[src/hw/rtl/iirtdf2_pkg.sv]
`default_nettype none

package iirtdf2_pkg;

  // Fixed formats of the filter.
  localparam int ACC_BITS   = 40;
  localparam int COEF_BITS  = 18;
  localparam int CFG_ADDR_W = 3;
  localparam int TAP_W      = 2;
  // The 40-bit output y is multiplied in two halves of this many low bits.
  localparam int YLO_BITS   = 20;

  // Defaults for the top-level parameters.
  localparam int DEF_ORDER          = 2;
  localparam int DEF_SAMPLE_BITS    = 16;
  localparam int DEF_COEF_FRAC_BITS = 14;

  typedef logic [CFG_ADDR_W-1:0] cfg_addr_t;
  typedef logic signed [COEF_BITS-1:0] coef_t;
  typedef logic signed [ACC_BITS-1:0] acc_t;

  // Register indexes of the configuration port.
  localparam cfg_addr_t REG_B0  = 3'd0;
  localparam cfg_addr_t REG_B1  = 3'd1;
  localparam cfg_addr_t REG_B2  = 3'd2;
  localparam cfg_addr_t REG_A1  = 3'd3;
  localparam cfg_addr_t REG_A2  = 3'd4;
  localparam cfg_addr_t REG_FIR = 3'd5;

  // b0 resets to 1.0 in Q3.14.
  localparam coef_t B0_RESET = 18'sd16384;

  // Saturation bounds of the accumulators.
  localparam acc_t ACC_MAX = {1'b0, {(ACC_BITS-1){1'b1}}};
  localparam acc_t ACC_MIN = {1'b1, {(ACC_BITS-1){1'b0}}};

  typedef struct packed {
    coef_t b0;
    coef_t b1;
    coef_t b2;
    coef_t a1;
    coef_t a2;
    logic  fir_only;
  } coef_set_t;

  typedef enum logic [2:0] {
    S_IDLE,
    S_B0,
    S_Y,
    S_ADD,
    S_LO,
    S_HI,
    S_DONE
  } state_t;

  typedef enum logic [1:0] {
    MUL_B,
    MUL_A_LO,
    MUL_A_HI
  } mul_op_t;

  typedef enum logic [2:0] {
    DP_NONE,
    DP_Y,
    DP_ADD,
    DP_LO,
    DP_HI
  } dp_op_t;

  typedef struct packed {
    logic             load;
    mul_op_t          mul_op;
    logic [TAP_W-1:0] tap;
    dp_op_t           dp_op;
    logic             out_load;
  } dp_cmd_t;

endpackage

`default_nettype wire

[src/hw/rtl/iirtdf2_regs.sv]
`default_nettype none

module iirtdf2_regs (
  input  wire                         clk,
  input  wire                         rst_n,
  input  wire                         cfg_we,
  input  iirtdf2_pkg::cfg_addr_t      cfg_addr,
  input  wire [iirtdf2_pkg::COEF_BITS-1:0] cfg_wdata,
  output iirtdf2_pkg::coef_set_t      coef
);
  import iirtdf2_pkg::*;

  coef_set_t coef_r;
  coef_set_t coef_nxt;

  // Decode the register index; writes beyond the list are dropped.
  always_comb begin
    coef_nxt = coef_r;
    if (cfg_we) begin
      unique case (cfg_addr)
        REG_B0:  coef_nxt.b0 = $signed(cfg_wdata);
        REG_B1:  coef_nxt.b1 = $signed(cfg_wdata);
        REG_B2:  coef_nxt.b2 = $signed(cfg_wdata);
        REG_A1:  coef_nxt.a1 = $signed(cfg_wdata);
        REG_A2:  coef_nxt.a2 = $signed(cfg_wdata);
        REG_FIR: coef_nxt.fir_only = cfg_wdata[0];
        default: ;
      endcase
    end
  end

  always_ff @(posedge clk) begin
    if (!rst_n) begin
      coef_r.b0       <= B0_RESET;
      coef_r.b1       <= '0;
      coef_r.b2       <= '0;
      coef_r.a1       <= '0;
      coef_r.a2       <= '0;
      coef_r.fir_only <= 1'b0;
    end else begin
      coef_r <= coef_nxt;
    end
  end

  assign coef = coef_r;

endmodule

`default_nettype wire

[src/hw/rtl/iirtdf2_ctrl.sv]
`default_nettype none

module iirtdf2_ctrl #(
  parameter int ORDER = iirtdf2_pkg::DEF_ORDER
) (
  input  wire                   clk,
  input  wire                   rst_n,
  input  wire                   in_tvalid,
  output logic                  in_tready,
  output logic                  out_tvalid,
  input  wire                   out_tready,
  output iirtdf2_pkg::dp_cmd_t  cmd
);
  import iirtdf2_pkg::*;

  localparam logic [TAP_W-1:0] LAST_TAP = TAP_W'(ORDER);

  state_t           state_r;
  state_t           state_nxt;
  logic [TAP_W-1:0] tap_r;
  logic [TAP_W-1:0] tap_nxt;
  logic             out_valid_r;
  logic             out_valid_nxt;
  logic             out_free;
  logic             accept;

  // The output register can take a new result when empty or being drained.
  assign out_free = !out_valid_r || out_tready;
  assign accept   = in_tvalid && in_tready;

  // Next state and tap counter.
  always_comb begin
    state_nxt = state_r;
    tap_nxt   = tap_r;
    unique case (state_r)
      S_IDLE: begin
        if (accept) state_nxt = S_B0;
      end
      S_B0: state_nxt = S_Y;
      S_Y: begin
        state_nxt = S_ADD;
        tap_nxt   = TAP_W'(1);
      end
      S_ADD: state_nxt = S_LO;
      S_LO:  state_nxt = S_HI;
      S_HI: begin
        if (tap_r == LAST_TAP) begin
          state_nxt = S_DONE;
        end else begin
          state_nxt = S_ADD;
          tap_nxt   = tap_r + TAP_W'(1);
        end
      end
      S_DONE: begin
        if (out_free) state_nxt = accept ? S_B0 : S_IDLE;
      end
      default: state_nxt = S_IDLE;
    endcase
  end

  // Ready and datapath commands for each state.
  always_comb begin
    in_tready    = 1'b0;
    cmd.mul_op   = MUL_B;
    cmd.tap      = '0;
    cmd.dp_op    = DP_NONE;
    cmd.out_load = 1'b0;
    unique case (state_r)
      S_IDLE: in_tready = 1'b1;
      S_B0: begin
        cmd.mul_op = MUL_B;
        cmd.tap    = '0;
      end
      S_Y: begin
        cmd.mul_op = MUL_B;
        cmd.tap    = TAP_W'(1);
        cmd.dp_op  = DP_Y;
      end
      S_ADD: begin
        cmd.mul_op = MUL_A_LO;
        cmd.tap    = tap_r;
        cmd.dp_op  = DP_ADD;
      end
      S_LO: begin
        cmd.mul_op = MUL_A_HI;
        cmd.tap    = tap_r;
        cmd.dp_op  = DP_LO;
      end
      S_HI: begin
        // Start the next tap's feed-forward product alongside the update.
        cmd.mul_op = MUL_B;
        cmd.tap    = tap_r + TAP_W'(1);
        cmd.dp_op  = DP_HI;
      end
      S_DONE: begin
        in_tready    = out_free;
        cmd.out_load = out_free;
      end
      default: ;
    endcase
    cmd.load = in_tvalid && in_tready;
  end

  // Output valid flag.
  always_comb begin
    out_valid_nxt = out_valid_r && !out_tready;
    if (cmd.out_load) out_valid_nxt = 1'b1;
  end

  always_ff @(posedge clk) begin
    if (!rst_n) begin
      state_r     <= S_IDLE;
      tap_r       <= '0;
      out_valid_r <= 1'b0;
    end else begin
      state_r     <= state_nxt;
      tap_r       <= tap_nxt;
      out_valid_r <= out_valid_nxt;
    end
  end

  assign out_tvalid = out_valid_r;

endmodule

`default_nettype wire

[src/hw/rtl/iirtdf2_dp.sv]
`default_nettype none

module iirtdf2_dp #(
  parameter int ORDER          = iirtdf2_pkg::DEF_ORDER,
  parameter int SAMPLE_BITS    = iirtdf2_pkg::DEF_SAMPLE_BITS,
  parameter int COEF_FRAC_BITS = iirtdf2_pkg::DEF_COEF_FRAC_BITS
) (
  input  wire                           clk,
  input  wire                           rst_n,
  input  wire signed [SAMPLE_BITS-1:0]  in_sample,
  input  wire                           in_block_start,
  input  iirtdf2_pkg::coef_set_t        coef,
  input  iirtdf2_pkg::dp_cmd_t          cmd,
  output logic signed [SAMPLE_BITS-1:0] out_sample,
  output logic                          out_saturated
);
  import iirtdf2_pkg::*;

  // Multiplier operand: a sample, or one half of y.
  localparam int MOP_W = (SAMPLE_BITS > YLO_BITS + 1) ? SAMPLE_BITS : YLO_BITS + 1;
  localparam int PW    = COEF_BITS + MOP_W;
  // Product plus delay.
  localparam int SUMW  = ((PW > ACC_BITS) ? PW : ACC_BITS) + 1;
  // Tap accumulator, scaled up by the fraction bits so feedback floors once.
  localparam int TW    = ((SUMW + COEF_FRAC_BITS > COEF_BITS + ACC_BITS) ?
                          SUMW + COEF_FRAC_BITS : COEF_BITS + ACC_BITS) + 1;
  localparam int SMP_HI = COEF_FRAC_BITS + SAMPLE_BITS - 1;
  localparam logic signed [SAMPLE_BITS-1:0] SMP_MAX = {1'b0, {(SAMPLE_BITS-1){1'b1}}};
  localparam logic signed [SAMPLE_BITS-1:0] SMP_MIN = {1'b1, {(SAMPLE_BITS-1){1'b0}}};
  // All ones in the fraction bits: the final shift then rounds up, which
  // floors the subtracted feedback term instead of the whole difference.
  localparam logic signed [TW-1:0] CEIL_BIAS = TW'((1 << COEF_FRAC_BITS) - 1);

  logic signed [SAMPLE_BITS-1:0] x_r;
  logic signed [PW-1:0]          prod_r;
  logic signed [PW-1:0]          prod_nxt;
  acc_t                          y_r;
  logic signed [TW-1:0]          acc_r;
  acc_t                          d_r   [ORDER];
  acc_t                          d_nxt [ORDER];
  logic signed [SAMPLE_BITS-1:0] sample_r;
  logic                          sat_r;

  coef_t                         op_a;
  logic signed [MOP_W-1:0]       op_b;
  logic signed [SUMW-1:0]        sum;
  acc_t                          y_sat;
  logic signed [TW-1:0]          t_hi;
  logic signed [TW-1:0]          t_shr;
  acc_t                          d_new;
  logic                          y_fits;
  logic                          d_fits;
  logic                          s_fits;

  // Coefficient operand of the shared multiplier; feedback is zero in FIR mode.
  always_comb begin
    op_a = '0;
    if (cmd.mul_op == MUL_B) begin
      unique case (cmd.tap)
        2'd0:    op_a = coef.b0;
        2'd1:    op_a = coef.b1;
        2'd2:    op_a = coef.b2;
        default: op_a = '0;
      endcase
    end else if (!coef.fir_only) begin
      unique case (cmd.tap)
        2'd1:    op_a = coef.a1;
        2'd2:    op_a = coef.a2;
        default: op_a = '0;
      endcase
    end
  end

  // Data operand: the sample, the unsigned low half of y or the signed high half.
  always_comb begin
    unique case (cmd.mul_op)
      MUL_B:    op_b = MOP_W'(x_r);
      MUL_A_LO: op_b = MOP_W'($signed({1'b0, y_r[YLO_BITS-1:0]}));
      MUL_A_HI: op_b = MOP_W'($signed(y_r[ACC_BITS-1:YLO_BITS]));
      default:  op_b = '0;
    endcase
  end

  assign prod_nxt = op_a * op_b;

  // Product plus the head delay, saturated to the accumulator range for y.
  assign sum    = SUMW'(prod_r) + SUMW'(d_r[0]);
  assign y_fits = (&sum[SUMW-1:ACC_BITS-1]) || !(|sum[SUMW-1:ACC_BITS-1]);
  assign y_sat  = y_fits ? sum[ACC_BITS-1:0] : (sum[SUMW-1] ? ACC_MIN : ACC_MAX);

  // Last feedback half, then one floor shift and saturation of the new delay.
  assign t_hi   = acc_r - (TW'(prod_r) <<< YLO_BITS);
  assign t_shr  = t_hi >>> COEF_FRAC_BITS;
  assign d_fits = (&t_shr[TW-1:ACC_BITS-1]) || !(|t_shr[TW-1:ACC_BITS-1]);
  assign d_new  = d_fits ? t_shr[ACC_BITS-1:0] : (t_shr[TW-1] ? ACC_MIN : ACC_MAX);

  // Delays move toward the head: after y a zero enters, and each tap's
  // update enters at the tail, so the head always holds the next delay.
  always_comb begin
    for (int k = 0; k < ORDER; k++) d_nxt[k] = d_r[k];
    if (cmd.load && in_block_start) begin
      for (int k = 0; k < ORDER; k++) d_nxt[k] = '0;
    end else if (cmd.dp_op == DP_Y || cmd.dp_op == DP_HI) begin
      for (int k = 0; k < ORDER - 1; k++) d_nxt[k] = d_r[k+1];
      d_nxt[ORDER-1] = (cmd.dp_op == DP_HI) ? d_new : '0;
    end
  end

  always_ff @(posedge clk) begin
    if (!rst_n) begin
      for (int k = 0; k < ORDER; k++) d_r[k] <= '0;
    end else begin
      for (int k = 0; k < ORDER; k++) d_r[k] <= d_nxt[k];
    end
  end

  // Output sample: floor of y, saturated to the sample width.
  assign s_fits = (&y_r[ACC_BITS-1:SMP_HI]) || !(|y_r[ACC_BITS-1:SMP_HI]);

  always_ff @(posedge clk) begin
    prod_r <= prod_nxt;
    if (cmd.load) x_r <= in_sample;
    unique case (cmd.dp_op)
      DP_Y:    y_r   <= y_sat;
      DP_ADD:  acc_r <= (TW'(sum) <<< COEF_FRAC_BITS) | CEIL_BIAS;
      DP_LO:   acc_r <= acc_r - TW'(prod_r);
      default: ;
    endcase
    if (cmd.out_load) begin
      sample_r <= s_fits ? $signed(y_r[SMP_HI:COEF_FRAC_BITS])
                         : (y_r[ACC_BITS-1] ? SMP_MIN : SMP_MAX);
      sat_r    <= !s_fits;
    end
  end

  assign out_sample    = sample_r;
  assign out_saturated = sat_r;

endmodule

`default_nettype wire

[src/hw/rtl/iir_transposed_direct_form2_core.sv]
`default_nettype none

// Channel   Direction  Beat contents
// in_*      slave      tdata: sample_in; tuser: block_start
// out_*     master     tdata: sample_out; tuser: saturated
// cfg_*     write      cfg_addr selects b0, b1, b2, a1, a2, fir_only
//
// Each item runs through the one shared multiplier (18-bit coefficient
// operand) in order: b0*x, then per tap the b*x product and the two
// halves of a*y; the next beat is accepted only after the last tap update.
// In S_DONE a result goes into the output register that drives out_tvalid.
// A new beat is accepted while the previous result waits in the output
// register; only a result that finds that register full stalls the block.
// Reset (rst_n low, synchronous) clears the delays and loads b0 = 1.0.

module iir_transposed_direct_form2_core #(
  parameter int ORDER          = iirtdf2_pkg::DEF_ORDER,
  parameter int SAMPLE_BITS    = iirtdf2_pkg::DEF_SAMPLE_BITS,
  parameter int COEF_FRAC_BITS = iirtdf2_pkg::DEF_COEF_FRAC_BITS,
  parameter int DATA_W         = ((SAMPLE_BITS + 7) / 8) * 8
) (
  input  wire                              clk,
  input  wire                              rst_n,
  input  wire                              in_tvalid,
  output logic                             in_tready,
  input  wire [DATA_W-1:0]                 in_tdata,   // sample_in
  input  wire                              in_tuser,   // block_start
  output logic                             out_tvalid,
  input  wire                              out_tready,
  output logic [DATA_W-1:0]                out_tdata,  // sample_out
  output logic                             out_tuser,  // saturated
  input  wire                              cfg_we,
  input  iirtdf2_pkg::cfg_addr_t           cfg_addr,
  input  wire [iirtdf2_pkg::COEF_BITS-1:0] cfg_wdata
);
  import iirtdf2_pkg::*;

  coef_set_t                     coef;
  dp_cmd_t                       cmd;
  logic signed [SAMPLE_BITS-1:0] out_sample;

  iirtdf2_regs u_regs (
    .clk       (clk),
    .rst_n     (rst_n),
    .cfg_we    (cfg_we),
    .cfg_addr  (cfg_addr),
    .cfg_wdata (cfg_wdata),
    .coef      (coef)
  );

  iirtdf2_ctrl #(
    .ORDER (ORDER)
  ) u_ctrl (
    .clk        (clk),
    .rst_n      (rst_n),
    .in_tvalid  (in_tvalid),
    .in_tready  (in_tready),
    .out_tvalid (out_tvalid),
    .out_tready (out_tready),
    .cmd        (cmd)
  );

  iirtdf2_dp #(
    .ORDER          (ORDER),
    .SAMPLE_BITS    (SAMPLE_BITS),
    .COEF_FRAC_BITS (COEF_FRAC_BITS)
  ) u_dp (
    .clk            (clk),
    .rst_n          (rst_n),
    .in_sample      ($signed(in_tdata[SAMPLE_BITS-1:0])),
    .in_block_start (in_tuser),
    .coef           (coef),
    .cmd            (cmd),
    .out_sample     (out_sample),
    .out_saturated  (out_tuser)
  );

  // Sample in the low bits, zero fill above.
  assign out_tdata = DATA_W'($unsigned(out_sample));

  // An accepted beat always starts a computation that blocks the next one.
  a_busy_after_accept: assert property (@(posedge clk) disable iff (!rst_n)
    in_tvalid && in_tready |=> !in_tready)
    else $error("input accepted again right after an accept");

  // A result is only written into a free output register.
  a_out_free_on_load: assert property (@(posedge clk) disable iff (!rst_n)
    cmd.out_load |-> (!out_tvalid || out_tready))
    else $error("result overwrote a pending output beat");

  // Each tap runs its three steps in order.
  a_tap_sequence: assert property (@(posedge clk) disable iff (!rst_n)
    cmd.dp_op == DP_ADD |=> cmd.dp_op == DP_LO ##1 cmd.dp_op == DP_HI)
    else $error("tap step sequence broken");

endmodule

`default_nettype wire

[config.mk]
export PLATFORM = sky130hd
export DESIGN_NAME = iir_transposed_direct_form2_core
export DESIGN_NICKNAME = d
export VERILOG_FILES = /design/src/hw/rtl/iirtdf2_pkg.sv /design/src/hw/rtl/iirtdf2_regs.sv /design/src/hw/rtl/iirtdf2_ctrl.sv /design/src/hw/rtl/iirtdf2_dp.sv /design/src/hw/rtl/iir_transposed_direct_form2_core.sv
export SDC_FILE = /design/constraint.sdc
export NUM_CORES = 2
export LEC_CHECK = 0
export BUFFER_PORTS_ARGS = -buffer_cell sky130_fd_sc_hd__buf_2
export CELL_PAD_IN_SITES_DETAIL_PLACEMENT = 2
export CELL_PAD_IN_SITES_GLOBAL_PLACEMENT = 2
export CORE_MARGIN = 4
export CORE_UTILIZATION = 25
export DETAILED_ROUTE_END_ITERATION = 12
export GPL_TIMING_DRIVEN = 0
export PLACE_DENSITY_LB_ADDON = 0.2
export SYNTH_ARGS = -nofsm -noshare
export SYNTH_HDL_FRONTEND = slang
export SYNTH_HIERARCHICAL = 1
export SYNTH_SLANG_ARGS = --single-unit
[constraint.sdc]
create_clock -name clk -period 23.3 [get_ports clk]
set_input_delay 4.66 -clock clk [delete_from_list [all_inputs] [get_ports clk]]
set_output_delay 4.66 -clock clk [all_outputs]
set_load 0.01 [all_outputs]
; Word level (Yosys, flattened, before mapping)
; Memories as Yosys holds them, arrays and structs flattened.
; Index checks and enable logic that the tools add are counted.
[totals]
output_inout_bits = 19
input_bits = 43
ramBits = 80
elab_cells = 111
n_memories = 1
reg_bits = 268
[memory_table]
columns = name, words, width, rd, rd_clocked_by_memory_dff, wr, line
row1 = u_dp.d_r, 2, 40, 2, 0, 2, iirtdf2_dp.sv:39  ; acc_t d_r [ORDER];
[op_classes]
eq_ne = 23
n_mul = 1
n_mux = 31
add_sub_neg = 4
bitwise_logic = 2
reduce_logical = 34
[ops]
columns = operator, n
row1 = $mux W40, 7
row2 = $mux W80, 2
row3 = $pmux W59 S2, 1
row4 = $pmux W21 S3, 1
row5 = $sub A59 B39 Y59, 1
row6 = $sub A59 B59 Y59, 1
row7 = $pmux W18 S3, 1
row8 = $add A39 B40 Y41, 1
row9 = $mul A18 B21 Y39, 1
row10 = $mux W18, 2
row11 = $pmux W18 S2, 1
row12 = $mux W16, 2
row13 = $pmux W3 S7, 1
row14 = $eq A3 B2 Y1 const B, 6
row15 = $eq A3 B3 Y1 const B, 6
row16 = $reduce_and A2 Y1, 9
row17 = $pmux W4 S4, 1
row18 = $pmux W3 S4, 1
row19 = $reduce_and A11 Y1, 1
row20 = $reduce_or A11 Y1, 1
row21 = $eq A3 B1 Y1 const B, 3
row22 = $mux W3, 3
row23 = $eq A2 B2 Y1 const B, 3
row24 = $logic_not A1 Y1, 6
row25 = 17 further kinds, 33

; Logic depth before layout (Yosys ltp)
[depth]
ltp_word = 9
depth_mapped = 37
depth_no_buf = 33

; Modules after synthesis
; The synthesis kept the hierarchy.
[by_module_without_submodules]
columns = mod, cells_each, area_each_um2, seq_area_each_um2, n_inst
row1 = iirtdf2_dp, 3533, 30976.0, 6346.1, 1
row2 = iirtdf2_regs, 320, 3384.5, 1821.7, 1
row3 = iirtdf2_ctrl, 60, 489.2, 120.1, 1

; Least setup slack after synthesis
; Ideal clock, no wire load.
[synth_timing]
kind = in2out
from = in out_tready
to = out in_tready
path_buffers = 0
t_required_ns = 18.640
t_arrival_ns = 5.329
stages = 3
setup_slack_ns = 13.311
cell_sequence = nand2b_1 > nand2_4 > a211oi_1
[synth_between]
elab_chain_cells = 2
[synth_rtl]
columns = element, line
row1 = start: declaration, iir_transposed_direct_form2_core.sv:29  ; input wire out_tready,
row2 = $logic_or A1 B1 Y1, iirtdf2_ctrl.sv:28  ; assign out_free = !out_valid_r || out_tready;
row3 = $pmux W1 S2, iirtdf2_ctrl.sv:68  ; unique case (state_r)
row4 = end: declaration, iir_transposed_direct_form2_core.sv:25  ; output logic in_tready,
; No other way between the ends.

==> metrics.md <==
| Metric | Value |
|---|---|
| Routability Congestion | 0.845 |
| Slew margin rel. | -1.75% |
| Clock slew seen by the registers of the worst setup and hold paths | 0.06 ns |
| Antenna violations before repair | 5 |
| Final WL | 141000 um |
| Met1 global-route usage | 26.8% |
| Ant. Diodes | 0 |
| Smallest setup slack after layout | 11.52 ns |
| RSZ-0062 raised after global routing | false |
| Count of antenna-violating nets left after detailed routing | 0 |
| Number of slew-limit violations in the final report | 5 |
| Number of buffers created by CTS | 46 |
| Area Growth Syn to Fin | 12.6% |
| Power density relative to cell area | 86.6 mW/mm^2 |
| Residual DRC | 0 |
| Floorplan row count | 136 |
| Most instantiated flip-flop cell in the synthesis netlist | sky130_fd_sc_hd__dfxtp_1 |
| Cells after Synth | 3913 |
| Share of cells above drive strength 1 | 5.78% |
| Type of element launching the critical path | flop |
| Peak fanout along the critical path | 10 |
| Worst slack on hold paths | 0.450 ns |
| Synthesized area divided by synthesized cell count | 8.91 um^2 |
| Most Used Layer, Global Route | met2 |
| Die H | 381 um |
| Clock sink count | 348 |
| Via count of the first global-routing pass | 31400 |
| Yosys cell types | 100 |
| Clock Tree Root | sky130_fd_sc_hd__clkbuf_16 |
| Cell Area, Placed | 0.0377 mm^2 |
| Maximum number of pins on one net before global-route repair | 33 |
| Period Utilization, post-route | 50.5% |
| Via total after detailed routing | 28400 |
| Number of top-level pins | 62 |
| Starting Density | 25.3% |
| Most used cell along the critical path | sky130_fd_sc_hd__fa_1 |
| Commonest non-fill, non-tap cell in the layout | sky130_fd_sc_hd__nand2_1 |
| Slew at the pin closest to its max-slew limit | 1.51 ns |
| Number of synthesis warnings | 6 |
| Path class of the lowest-slack min-delay path | flop to flop |
| Outcome | finished, violations left |
| Post-cts gate resize count | 0 |
| Starting DRT DRC Count | 1318 |
| M2 GR Usage | 31.7% |
| Violated checks | capacitance limit, slew limit |
| Total die area | 0.145 mm^2 |
| NumNets Final | 4691 |
| Die width | 381 um |
| Accumulated negative setup slack | 0 ns |
| Max Freq | 84.9 MHz |
| Clock Tree Buf Depth | 3 |
| Critical Path Slowest Stage Cell | sky130_fd_sc_hd__o22ai_1 |
| Remaining Overflow, GRT | 0 |
| Setup Fix Bufs, Post-CTS | 0 |
| Total GRT Usage | 19.4% |
| IO buf count | 61 |
| Delay of the slowest cell on the worst path | 0.95 ns |
| # Max-Cap Violations | 1 |
| Filler Cells Inserted | 15600 |
| CTS tree | built |
| Source-to-sink clock delay at the later pin of the worst-skew pair | 0.63 ns |
| Final standard cell utilization of the core | 28.4% |
| Post-Layout Cell Count | 5927 |
| Sequential share of the synthesized area | 23.8% |
| Placed insts | 5843 |
| Final cell area excluding filler cells | 0.0392 mm^2 |
| H-tree level count | 2 |
| Min Tclk post-route | 11.78 ns |
| Final setup violation count | 0 |
| Total power | 3.40 mW |
| Worst supply voltage drop on vdd | 56.2 uV |
| Proportion of register bits with asynchronous set or reset after synthesis | 0% |
| Hold buffers post-CTS | 0 |
| EDFF count, synth | 132 |
| Cell area after synthesis | 0.0348 mm^2 |
| DR pass1 iterations | 7 |
| Detailed Place HPWL | 118000 um |
| Critical setup path kind | flop to flop |
| Leak Pwr | 16.9 nW |
| WP data arrival | 12.31 ns |
| Leading cell types in the layout, fill and taps excluded | sky130_fd_sc_hd__nand2_1 (623), sky130_fd_sc_hd__inv_1 (508), sky130_fd_sc_hd__fa_1 (380) |
| Required time at the endpoint of the critical path | 23.84 ns |
| Detail-routed net length per standard cell | 23.8 um |
| Post-Syn Nets | 4576 |
| Final Hold Violating Endpoints | 0 |
| Core Box Area | 0.138 mm^2 |
| M3 GR Usage | 2.57% |
| Worst clock skew | 0.0461 ns |
| Via density per instance | 4.80 |
| First-pass GRT wire length | 211000 um |
| FF+latch count, synth | 348 |
| Setup Slack @ Placement | 11.49 ns |
| Worst Setup End Kind | flop |
cell families (layout without fill, tap and decap cells):
logic type      Yosys count  after routing  share of synthesized area, %
simple gates           1163           1163                          14.7
compound gates          789            789                          14.8
buf+inv                 682            833                          7.79
fa+ha+maj               659            659                          31.6
flops                   348            348                          23.8
xor+xnor                152            152                          3.82
mux                     120            120                          3.48
worst max-delay path, delay by kind of cell, from the launching register on:
| family | cells | cell delay (ns) |
|---|---|---|
| flip-flops | 1 | 0.44 |
| adder cells (fa/ha/maj) | 8 | 3.78 |
| AND/OR/NAND/NOR | 2 | 0.45 |
| XOR/XNOR | 1 | 0.19 |
| AO/OA/AOI/OAI | 13 | 4.82 |
| buffers and inverters | 8 | 2.05 |
layer usage:
layer,part of all wire (%),vias to the layer above
met5,0,-
met4,3.2,0
met3,3.8,155
met2,46,425
met1,47,14600
li1,-,13300
cells in the mapped netlist (all sizes together) (6+ instances only):
library cell	instances	area share [%]
a2111oi	8	0.31
a211o	8	0.20
a211oi	22	0.49
a21boi	6	0.13
a21o	93	2.0
a21oi	209	3.1
a222oi	18	0.52
a22oi	21	0.47
a31oi	38	0.68
and2	30	0.55
and3	19	0.34
buf	44	0.92
clkbuf	130	1.4
dfxtp	216	12
edfxtp	132	11
fa	380	22
ha	240	8.6
inv	508	5.5
maj3	39	1.1
mux2	9	0.29
mux2i	111	3.2
nand2	625	6.8
nand2b	32	0.57
nand3	48	0.69
nand4	33	0.64
nor2	260	2.8
nor2b	31	0.56
nor3	28	0.42
nor4	10	0.27
o211ai	16	0.34
o21a	63	1.4
o21ai	164	2.4
o21bai	26	0.56
o22a	13	0.33
o22ai	19	0.34
o31a	6	0.15
o31ai	18	0.46
or2	10	0.19
or3	11	0.21
xnor2	99	2.5
xor2	53	1.3
power by group:
group          switching (mW)  internal, mW
combinational            1.21         0.655
sequential             0.0683         0.717
clock                   0.301         0.447
registers in the layout, indices dropped and copies added (netlist names):
| signal | count |
|---|---|
| u_dp/out_sample | 16 |
| u_dp/acc_r | 59 |
| u_dp/prod_r | 39 |
| u_regs/coef | 91 |
| u_ctrl/tap_r | 2 |
| u_dp/out_saturated | 1 |
| u_ctrl/out_tvalid | 1 |
| u_dp/d_r | 80 |
| u_ctrl/state_r | 3 |
| u_dp/y_r | 40 |
| u_dp/x_r | 16 |
path summary, 6_finish.rpt:
check / start / end / slack, ns / cells after the start
setup / recovery: u_ctrl/state_r[2] / u_dp/prod_r[38] / 11.52 / 32
hold / removal: u_dp/d_r[0][77] / u_dp/d_r[0][77] / 0.45 / 2
setup reg to reg: u_ctrl/state_r[2] / u_dp/prod_r[38] / 11.52 / 32
hold reg to reg: u_dp/d_r[0][77] / u_dp/d_r[0][77] / 0.45 / 2
final cells by class:
| type | count | area, um^2 | area share (%) |
|---|---|---|---|
| well taps | 1863 | 2330 | 5.94 |
| clock buffers | 66 | 1340 | 3.41 |
| plain buffers | 174 | 810 | 2.06 |
| clock inverters | 18 | 249 | 0.635 |
| multi-input cells | 2883 | 23900 | 60.9 |
| inverters | 508 | 1910 | 4.86 |
| flip-flops and latches | 348 | 8290 | 21.1 |
| repair buffers | 67 | 427 | 1.09 |
Power figures use the tool's default switching activity.
